--- config.mk ---
export PLATFORM = sky130hd
export DESIGN_NAME = fcsc_crc
export DESIGN_NICKNAME = d
export VERILOG_FILES = /design/src/design/fcsc_pkg.sv /design/src/design/fcsc_crc.sv
export SDC_FILE = /design/constraint.sdc
export NUM_CORES = 1
export LEC_CHECK = 0
export ABC_AREA = 1
export BUFFER_PORTS_ARGS = -buffer_cell sky130_fd_sc_hd__buf_4
export CORE_UTILIZATION = 40
export DETAILED_ROUTE_END_ITERATION = 12
export PLACE_DENSITY = 0.77
export SLEW_MARGIN = 40
export SYNTH_ARGS = -nofsm -noshare
export SYNTH_HDL_FRONTEND = slang
export SYNTH_SLANG_ARGS = --single-unit
--- constraint.sdc ---
create_clock -name vclk -period 1.05
set_input_delay 0.105 -clock vclk [all_inputs]
set_output_delay 0.105 -clock vclk [all_outputs]
set_load 0.01 [all_outputs]
--- src/design/fcsc_pkg.sv ---
// Shared types, codes and constants for the frame CRC and sequence checker.
// Holds the CRC-8 mask table, built at elaboration time. No dependencies.
`timescale 1ns / 1ps
`default_nettype none

package fcsc_pkg;

    localparam int WORD_BITS            = 40;
    localparam int CRC_BITS             = 8;
    localparam int L1_BITS              = 8;
    localparam int TOTAL_BITS           = 32;
    localparam int COUNTER_BITS_DEFAULT = 32;

    localparam logic [14:0]         SYNC_PATTERN = 15'h3C5C;
    localparam logic [CRC_BITS-1:0] CRC_POLY     = 8'h07;

    localparam logic [1:0] SEL_HEADER = 2'd0;
    localparam logic [1:0] SEL_FILLER = 2'd2;

    typedef enum logic [2:0] {
        KIND_HEADER  = 3'd0,
        KIND_DATA    = 3'd1,
        KIND_TRAILER = 3'd2,
        KIND_FILLER  = 3'd3,
        KIND_UNKNOWN = 3'd4
    } kind_t;

    typedef enum logic [1:0] {
        OUTCOME_NONE     = 2'd0,
        OUTCOME_MATCH    = 2'd1,
        OUTCOME_MISMATCH = 2'd2
    } outcome_t;

    // Per-item increment requests for the eight statistics counters.
    typedef struct packed {
        logic header;
        logic data;
        logic trailer;
        logic filler;
        logic unknown;
        logic jump;
        logic match;
        logic mismatch;
    } count_inc_t;

    localparam int CRC_IN_BITS = CRC_BITS + WORD_BITS;

    // The CRC over one word is linear in {start, word}. Run the bitwise
    // MSB-first update on each unit vector to find which input bits feed
    // each CRC output bit.
    function automatic logic [CRC_BITS-1:0][CRC_IN_BITS-1:0] crc_mask_calc();
        logic [CRC_BITS-1:0][CRC_IN_BITS-1:0] mask;
        logic [CRC_IN_BITS-1:0]               vec;
        logic [CRC_BITS-1:0]                  crc;
        logic                                 fb;
        mask = '0;
        for (int i = 0; i < CRC_IN_BITS; i++) begin
            vec = '0;
            vec[i] = 1'b1;
            crc = vec[CRC_IN_BITS-1:WORD_BITS];
            for (int b = WORD_BITS - 1; b >= 0; b--) begin
                fb  = crc[CRC_BITS-1] ^ vec[b];
                crc = {crc[CRC_BITS-2:0], 1'b0};
                if (fb) begin
                    crc = crc ^ CRC_POLY;
                end
            end
            for (int j = 0; j < CRC_BITS; j++) begin
                mask[j][i] = crc[j];
            end
        end
        return mask;
    endfunction

    localparam logic [CRC_BITS-1:0][CRC_IN_BITS-1:0] CRC_MASK = crc_mask_calc();

endpackage

`default_nettype wire

--- src/design/fcsc_crc.sv ---
// CRC-8 (polynomial 0x07) over one 40-bit word, MSB first, from a given start.
// Each output bit is the parity of a masked input; uses fcsc_pkg.
`timescale 1ns / 1ps
`default_nettype none

module fcsc_crc
(
    input  wire logic [fcsc_pkg::WORD_BITS-1:0] word,
    input  wire logic [fcsc_pkg::CRC_BITS-1:0]  crc_start,
    output logic      [fcsc_pkg::CRC_BITS-1:0]  crc_result
);

    logic [fcsc_pkg::CRC_IN_BITS-1:0] crc_in;

    assign crc_in = {crc_start, word};

    always_comb
    begin
        for (int j = 0; j < fcsc_pkg::CRC_BITS; j++) begin
            crc_result[j] = ^(crc_in & fcsc_pkg::CRC_MASK[j]);
        end
    end

endmodule

`default_nettype wire

After elaboration in Yosys (flattened, before gate mapping). Cells that the tools add are included.

Input bits: 48. Bits in registers: 0. Word-level logic and storage cells: 8.

Reductions and logical operators: 8.

Operators by type and width (number): 48-bit parity (8).

Logic depth before layout (Yosys ltp). Gate-level depths: netlist of run 1.

Word-level depth: 1. Gate-level depth with buffers: 14.

Worst setup path before layout of run 1. No wires, ideal clock.

Kind: input-to-output. From: input crc_start[2] in the netlist's numbering. To: output crc_result[0] in the netlist's numbering. Data arrival time: 1100 ps. Data required time: 945 ps. Stages: 11. Path slack: -155 ps. Cells stage by stage: clkbuf_2 > inv_1 > nand2_1 > nand2_1 > xor2_1 > inv_1 > nand2_1 > nand3_1 > nand2_1 > nor2_1 > nor2_1.

Longest elaborated chain between the ends: 1.

Ends and longest elaborated chain: start: declaration (line fcsc_crc.sv:9) `input wire logic [fcsc_pkg::CRC_BITS-1:0] crc_start,`; 48-bit parity (line fcsc_crc.sv:20) `crc_result[j] = ^(crc_in & fcsc_pkg::CRC_MASK[j]);`; end: declaration (line fcsc_crc.sv:10) `output logic [fcsc_pkg::CRC_BITS-1:0] crc_result`.

No other way between the ends.

Worst setup path in the final report of run 1. Same ends and word-level chain as after synthesis.

==> summary.txt, run 1 <==
Run status
  – Status: finished, violations left
  – Failing checks: setup timing

Final layout
  – Storage element area: 0 µm²
  – Post-layout nets: 600
  – Sequential cells: 0
  – Most frequent cells in the layout: nand2_1 (145), nand2_2 (72), buf_4 (61)
  – Commonest non-fill, non-tap cell in the layout: nand2_1
  – Filler Cell Count: between 300 and 400
  – N_diodes: 0
  – Clock buffer count: 0
  – Layout area overhead: 95.36%
  – Layout cell share with drive strength beyond 1: 56.00%

Yosys
  – Library cells used by synthesis: 18
  – Cell Area, Synth: ~0.0023 mm²
  – Post-Synthesis Cells: 450
  – YS warnings: 0
  – Post-synth top area share: around two fifths
  – Synth area leaders: nand2_1 (39%), xor2_1 (18%), xnor2_1 (15%)
  – Post-Syn Nets: 498
  – Avg Inst Size Synth: 5.038 µm²
  – Dominant cell type by area after synthesis: nand2_1
  – Sequential area share after synthesis: 0%

Timing
  – Final Hold Fails: 0
  – Worst Slack Setup Final: -0.4017 ns
  – Peak Freq: approximately 0.69 GHz
  – Setup-failing EPs final: 8
  – RSZ-0062 raised after global routing: true
  – Worst Max-Slew Pin Slew: 0.2553 ns
  – Min Hold Slack: 0.8431 ns
  – Final count of pins violating max slew: 0
  – Tmin final: about 1.5 ns
  – Tcrit/Tclk final: 138.3%
  – Max-slew headroom: between 80% and 90%

Critical path
  – Worst-path fanout max: 5
  – Startpoint types: primary input
  – Required time worst endpoint: 0.94 ns
  – CP Capture Type: output port
  – Worst EP arrival: between 1 and 1.5 ns
  – WS Path Type: primary input to output port

Floorplan
  – # rows: 27
  – Initial Util: 41.43%
  – Die Ht: just under 80 µm
  – Die area: about 0.006 mm²
  – CORE AREA: 0.005473 mm²
  – Num ports: 56
  – Die X: 77.29 µm

Power and ir drop
  – Total power: about 0.0034 W
  – Maximum VDD drop: 0.0005846 V
  – Leakage power: 2.341 nW
  – Pwr Density: roughly 780 mW/mm²

Global route
  – Largest net degree at the start of global routing: 9
  – Vias in the first global route: 2,945
  – Antenna violations before repair: 0
  – Total gr overflow: 0
  – Global-route wire length before repair: ~13,000 µm
  – Gr usage total: about a quarter

Placement
  – Routability cong.: between 0.8 and 0.9
  – # port buffers: 56
  – HPWL Detailed: between 5000 and 6000 µm

Min path
  – Min-delay worst type: primary input to output port

Flow run
  – Max-Cap Viols: 0

Detailed routing
  – DR vias: roughly 3,300
  – Initial DRC Count: 225
  – Number of remaining DRC errors: 0
  – Final ANT Viol Nets: 0
  – WL per Instance: around 16 µm
  – Final Routed Wirelength: slightly below 10,000 µm
  – Vias per cell: between 5 and 6
  – DRT Pass-1 Iters: 6

Clock tree
  – Cts-stage hold buffer count: 0
layer usage:
metal | routed length [µm] | vias to the layer above | track usage (%)
li1 | - | 1516 | -
met1 | 3560 | 1540 | 29.03
met2 | 5315 | 151 | 50.27
met3 | 514 | 46 | 1.548
met4 | 426 | 0 | 6.226
met5 | 0 | - | 0
worst paths after layout:
kind | start | end | slack (ns) | cells past startpoint
max | crc_start[2] | crc_result[0] | -0.40 | 12
min | word[5] | crc_result[7] | 0.84 | 8
kinds of logic after synthesis:
family                 count (synthesis)  synth area share [%]
XOR/XNOR                              90                 36.09
buffers and inverters                 71                 12.53
AND/OR/NAND/NOR                      289                 51.38
through the flow:
stage / TNS, ns / utilization, % / area (µm²) / instances / setup slack [ns]
2_1_floorplan: -0.1951 / - / 2412 / 450 / -0.07299
3_3_place_gp: -2.546 / 58.44 / 3198 / 618 / -0.3443
3_5_place_dp: -2.880 / 58.44 / 3198 / 618 / -0.4359
4_1_cts: -1.940 / 71.65 / 3921 / 621 / -0.2662
5_1_grt: -3.209 / 80.93 / 4429 / 622 / -0.4801
6_report: -2.709 / 80.93 / 4429 / 622 / -0.4017
worst max-delay path, stage by stage:
cell and delay, ns:
buf_6 0.12, inv_1 0.07, nand2_2 0.06, nand2_2 0.10, xor2_2 0.19, inv_1 0.10
nand2_1 0.09, nand3_1 0.07, nand2_1 0.11, nor2_1 0.08, nor2_2 0.12, buf_4 0.13
what timing repair did:
| action | in CTS | in global routing |
|---|---|---|
| pin swaps | 107 | 82 |
| resized for setup | 169 | 124 |
| endpoints found under the setup margin | 8 | 8 |
| setup buffers | 3 | 1 |
cell type report:
class | instances | area [µm²] | share of cell area, %
timing repair buffer | 107 | 1057 | 23.87
inverter | 64 | 287.8 | 6.497
tap | 72 | 90.09 | 2.034
multi-input combinational | 379 | 2994 | 67.60
power by group:
part	internal (W)	total (W)	switching, W	leakage [nW]
Clock	0	0	0	0
Combinational	0.00155	0.00345	0.00189	2.34
Sequential	0	0	0	0
synthesized netlist by cell type (2+ instances only):
| cell type | instances |
|---|---|
| buf_2 | 4 |
| or2_1 | 2 |
| inv_1 | 63 |
| xor2_1 | 46 |
| nand3_1 | 41 |
| nand2_1 | 237 |
| xnor2_1 | 40 |
| nor2_1 | 4 |
| nand2_4 | 2 |
| xnor2_2 | 3 |
Note: power is estimated with default switching activity, not from simulation.
==> run 2, diff against run 1 <==
--- a/config.mk
+++ b/config.mk
@@ -7,6 +7,7 @@
 export LEC_CHECK = 0
 export ABC_AREA = 1
 export BUFFER_PORTS_ARGS = -buffer_cell sky130_fd_sc_hd__buf_4
+export CORE_MARGIN = 10
 export CORE_UTILIZATION = 40
 export DETAILED_ROUTE_END_ITERATION = 12
 export PLACE_DENSITY = 0.77
==> run 2 against run 1 <==
  * The flow still finishes with violations (setup timing)
  * Global-route usage is 7.4 points lower
  * Sequential share of layout area unchanged
  * Cell count grew 0.16%
  * Via count up 6.5%
  * Combinational power rose by 4%
  * Non-clock buffer count grew 1
  * Critical path depth shrank 3
  * Power is 3.8% higher
  * Largest power group unchanged
  * Hold slack better by 0.051 ns
==> summary.txt, run 2 (synthesis results as in run 1) <==
Run status
  – Status: finished, violations left
  – Failing checks: setup timing

Timing
  – Final count of pins violating max slew: 0
  – Max-slew headroom: roughly 80%
  – Setup_tns: -3.213 ns
  – Final Hold Fails: 0
  – Tcrit/Tclk final: 146.9%
  – Tmin final: between 1.5 and 2 ns
  – Worst Slack Setup Final: -0.4927 ns
  – Peak Freq: ~0.65 GHz
  – RSZ-0062 raised after global routing: true
  – Min Hold Slack: around 0.89 ns
  – Worst Max-Slew Pin Slew: 0.2992 ns
  – Setup-failing EPs final: 8

Critical path
  – Worst-path fanout max: 2
  – CP Capture Type: output port
  – Required time worst endpoint: around 0.94 ns
  – Startpoint types: primary input
  – Worst EP arrival: approximately 1.4 ns
  – WS Path Type: primary input to output port

Detailed routing
  – WL per Instance: 17.99 µm
  – Vias per cell: 5.560
  – DR vias: between 3,000 and 4,000
  – Number of remaining DRC errors: 0
  – Final ANT Viol Nets: 0
  – DRT Pass-1 Iters: 7
  – Final Routed Wirelength: between 10,000 and 15,000 µm
  – Initial DRC Count: 243

Placement
  – Placed Area: ~0.0032 mm²
  – # port buffers: 56
  – Worst slack at placement: -0.3886 ns
  – Routability cong.: 0.8439
  – HPWL Detailed: 6021 µm
  – DP Cell Count: ~620

Final layout
  – Layout area overhead: 94.48%
  – Commonest non-fill, non-tap cell in the layout: nand2_1
  – Layout cell share with drive strength beyond 1: 57.53%
  – Most frequent cells in the layout: nand2_1 (140), nand2_2 (79), buf_4 (66)
  – Clock buffer count: 0
  – Sequential cells: 0
  – N_diodes: 0
  – Post-route cell area: around 0.0044 mm²
  – Filler Cell Count: between 300 and 400
  – Final cell count without fillers: just over 600
  – Storage element area: 0 µm²
  – Post-layout nets: roughly 600

Power and ir drop
  – Clock power frac: 0%
  – Leakage power: 2.340 nW
  – Reg power frac: 0%
  – Pwr Density: 811.2 mW/mm²
  – Net switching power: ~0.0020 W
  – Switching Fraction: 56.35%
  – Internal Power: around 0.0016 W
  – Maximum VDD drop: roughly 0.00067 V
  – Logic pwr share: 100.0%

Floorplan
  – Die Ht: between 90 and 100 µm
  – Die area: roughly 0.009 mm²
  – # rows: 27
  – Initial Util: 41.17%
  – Die X: 95.29 µm
  – CORE AREA: ~0.0055 mm²
  – Num ports: 56

Global route
  – Total gr overflow: 0
  – Antenna violations before repair: 0
  – Gr usage total: between 10% and 20%
  – Global-route wire length before repair: about 14,000 µm
  – Largest net degree at the start of global routing: 9
  – Vias in the first global route: around 3,300

Flow run
  – Max-Cap Viols: 0

Min path
  – Min-delay worst type: primary input to output port

Clock tree
  – Cts-stage hold buffer count: 0
run 2: timing repair:
| action | CTS | global route |
|---|---|---|
| hold endpoints to repair | 0 | 0 |
| buffers inserted | 5 | 3 |
| gates resized for setup | 151 | 135 |
| pin swaps | 80 | 81 |
| setup endpoints to repair | 8 | 8 |
run 2: path summary, 6_finish.rpt:
kind	start	endpoint	slack (ns)	cells past startpoint
hold / removal	word[38]	crc_result[3]	0.89	7
setup / recovery	word[33]	crc_result[6]	-0.49	9
run 2: cell type report:
class	count	area, µm²	area share [%]
Inverter	64	275.3	6.243
Multi-Input combinational cell	379	3023	68.56
Tap cell	72	90.09	2.043
Timing Repair Buffer	108	1021	23.16
run 2: metal layers:
metal  part of all wire, %  global-route usage (%)  vias to the layer above
li1                      -                       -                     1519
met1                    33                   18.18                     1590
met2                    51                   36.48                      257
met3                   8.1                   1.807                       98
met4                   7.7                   6.983                        0
met5                     0                       0                        -
run 2: metrics by stage:
step	total power (W)	util (%)
floorplan	0.001540	-
global placement	0.002347	57.80
detailed placement	0.002423	57.80
CTS	0.002859	69.48
global route	0.003793	80.07
finish	0.003577	80.07
run 2: worst max-delay path: stages:
cell     delay, ns
buf_8         0.11
buf_6         0.10
xor2_1        0.26
xnor2_2       0.17
xor2_1        0.30
inv_1         0.11
nand2_1       0.08
nand2_1       0.07
buf_6         0.12
run 2: power by group through the flow:
stage	clock (W)	combinational (W)	sequential [W]
global placement	0	0.00235	0
detailed placement	0	0.00242	0
floorplan	0	0.00154	0
finish	0	0.00358	0
global route	0	0.00379	0
CTS	0	0.00286	0
==> run 3, diff against run 2 <==
--- a/config.mk
+++ b/config.mk
@@ -10,7 +10,7 @@
 export CORE_MARGIN = 10
 export CORE_UTILIZATION = 40
 export DETAILED_ROUTE_END_ITERATION = 12
-export PLACE_DENSITY = 0.77
+export PLACE_DENSITY = 0.75
 export SLEW_MARGIN = 40
 export SYNTH_ARGS = -nofsm -noshare
 export SYNTH_HDL_FRONTEND = slang
==> constraint.sdc (replaced) <==
create_clock -name vclk -period 1.66
set_input_delay 0.166 -clock vclk [all_inputs]
set_output_delay 0.166 -clock vclk [all_outputs]
set_load 0.01 [all_outputs]
==> run 3 against run 2 <==
  * The run now ends clean
  * First-iteration DRC count decreased by 48%
  * Utilization decreased by 28 points
  * Flip-flop and latch count unchanged
  * Largest cell class unchanged
==> summary.txt, run 3 (synthesis results as in run 1) <==
Timing
  – Setup-failing EPs final: 0
  – Tcrit/Tclk final: between 90% and 100%
  – Tmin final: between 1.5 and 2 ns
  – Final count of pins violating max slew: 0
  – Peak Freq: between 0.6 and 0.7 GHz
  – Worst Max-Slew Pin Slew: 0.3989 ns
  – Final Hold Fails: 0
  – Max-slew headroom: between 70% and 80%

Power and ir drop
  – Total power: about 0.0014 W
  – Maximum VDD drop: roughly 0.00047 V
  – Pwr Density: 487.4 mW/mm²
  – Leakage power: 1.767 nW

Final layout
  – Layout area overhead: 25.28%
  – Area of the multi-input gates: 0.002067 mm²
  – Commonest non-fill, non-tap cell in the layout: nand2_1
  – Most frequent cells in the layout: nand2_1 (232), buf_4 (59), inv_1 (57)
  – Filler Cell Count: between 500 and 600
  – Layout cell share with drive strength beyond 1: between 10% and 20%
  – Post-layout nets: around 550
  – Storage element area: 0 µm²
  – Post-route cell area: between 0.002 and 0.003 mm²
  – Final cell count without fillers: roughly 570
  – Clock buffer count: 0
  – Sequential cells: 0
  – N_diodes: 0

Detailed routing
  – Number of remaining DRC errors: 0
  – Final Routed Wirelength: 6010 µm
  – Vias per cell: approximately 4.5
  – DRT Pass-1 Iters: 4
  – WL per Instance: roughly 10 µm
  – DR vias: approximately 2,600
  – Initial DRC Count: roughly 130
  – Final ANT Viol Nets: 0

Placement
  – HPWL Detailed: between 5000 and 6000 µm
  – Routability cong.: roughly 0.86
  – DP Cell Count: between 500 and 600
  – # port buffers: between 50 and 60
  – Placed Area: between 0.002 and 0.003 mm²

Global route
  – Antenna violations before repair: 0
  – Grt peak-use layer: met2
  – Global-route wire length before repair: approximately 10,000 µm
  – Gr usage total: between 10% and 20%
  – Vias in the first global route: roughly 2,400
  – GR Util met3: 1.964%
  – Largest net degree at the start of global routing: 9
  – Met2 GRT Util: between 20% and 30%
  – Total gr overflow: 0
  – M1 GR Usage: 15.37%

Clock tree
  – Cts-stage hold buffer count: 0

Critical path
  – Startpoint types: primary input
  – CP Capture Type: output port
  – Worst-path fanout max: 6
  – Required time worst endpoint: 1.49 ns
  – Worst EP arrival: about 1.4 ns
  – WS Path Type: primary input to output port

Flow run
  – Max-Cap Viols: 0

Floorplan
  – Initial Util: between 40% and 50%
  – Die X: 95.29 µm
  – Die area: between 0.009 and 0.01 mm²
  – # rows: 27
  – Num ports: 56
  – Die Ht: around 95 µm
  – CORE AREA: 0.005507 mm²

Run status
  – Status: complete, no violations

Min path
  – Min-delay worst type: primary input to output port
==> run 3: changes by cell type in the layout (fill, tap and decap cells not counted), moves of 10 or more <==
cell     change
nand2_1     +92
nand2_2     -73
buf_6       -32
inv_1       +26
xor2_1      +21
nand3_1     +20
xnor2_1     +20
nand2_4     -19
nand3_2     -19
inv_2       -14
xor2_2      -13
inv_4       -10
xnor2_2     -10
xnor2_4     -10
==> run 3: worst max-delay path, stage by stage <==
cell	delay, ns
buf_4	0.14
inv_2	0.07
nand2_1	0.05
nand2_1	0.10
nand2_1	0.08
nand2_2	0.12
xor2_2	0.17
nand2_1	0.07
nand2_1	0.08
nand3_1	0.06
nand2_1	0.08
inv_1	0.05
buf_4	0.13
==> run 3: final timing paths <==
| kind | from | endpoint | slack [ns] | depth (start not counted) |
|---|---|---|---|---|
| setup / recovery | word[13] | crc_result[2] | 0.14 | 13 |
| hold / removal | word[5] | crc_result[7] | 0.86 | 6 |
==> run 3: what timing repair did <==
item,in CTS,in global routing
buffers inserted,0,1
setup endpoints to repair,0,8
gates resized for setup,0,20
==> run 3: layer usage <==
metal  up-vias  part of all wire [%]  wire length [µm]
met5         -                     0                 0
met4         0                  0.67                40
met3         4                   6.2               371
met2        45                    50              2982
met1      1133                    44              2616
li1       1425                     -                 -
==> run 3: final cells by class <==
cell class / count / share of cell area [%]
multi-input combinational: 379 / 72.78
timing repair buffer: 59 / 15.59
inverter: 64 / 8.458
tap: 72 / 3.172
==> run 3: report_power, final <==
| group | switching [W] | internal [W] | leakage [nW] |
|---|---|---|---|
| clock network | 0 | 0 | 0 |
| registers | 0 | 0 | 0 |
| logic | 0.000781 | 0.000604 | 1.77 |
| total | 0.000781 | 0.000604 | 1.77 |
==> run 3: per-stage QoR <==
step	util, %	setup TNS [ns]	worst slack [ns]	hold WS [ns]
final	51.58	0	0.1384	0.8578
after global placement	49.92	0	0.1004	0.8504
after floorplan	-	0	0.3333	0.6349
after CTS	49.92	0	0.06616	0.8646
after detailed placement	49.92	0	0.08255	0.8607
after global routing	51.58	-0.02691	-0.01593	0.9580
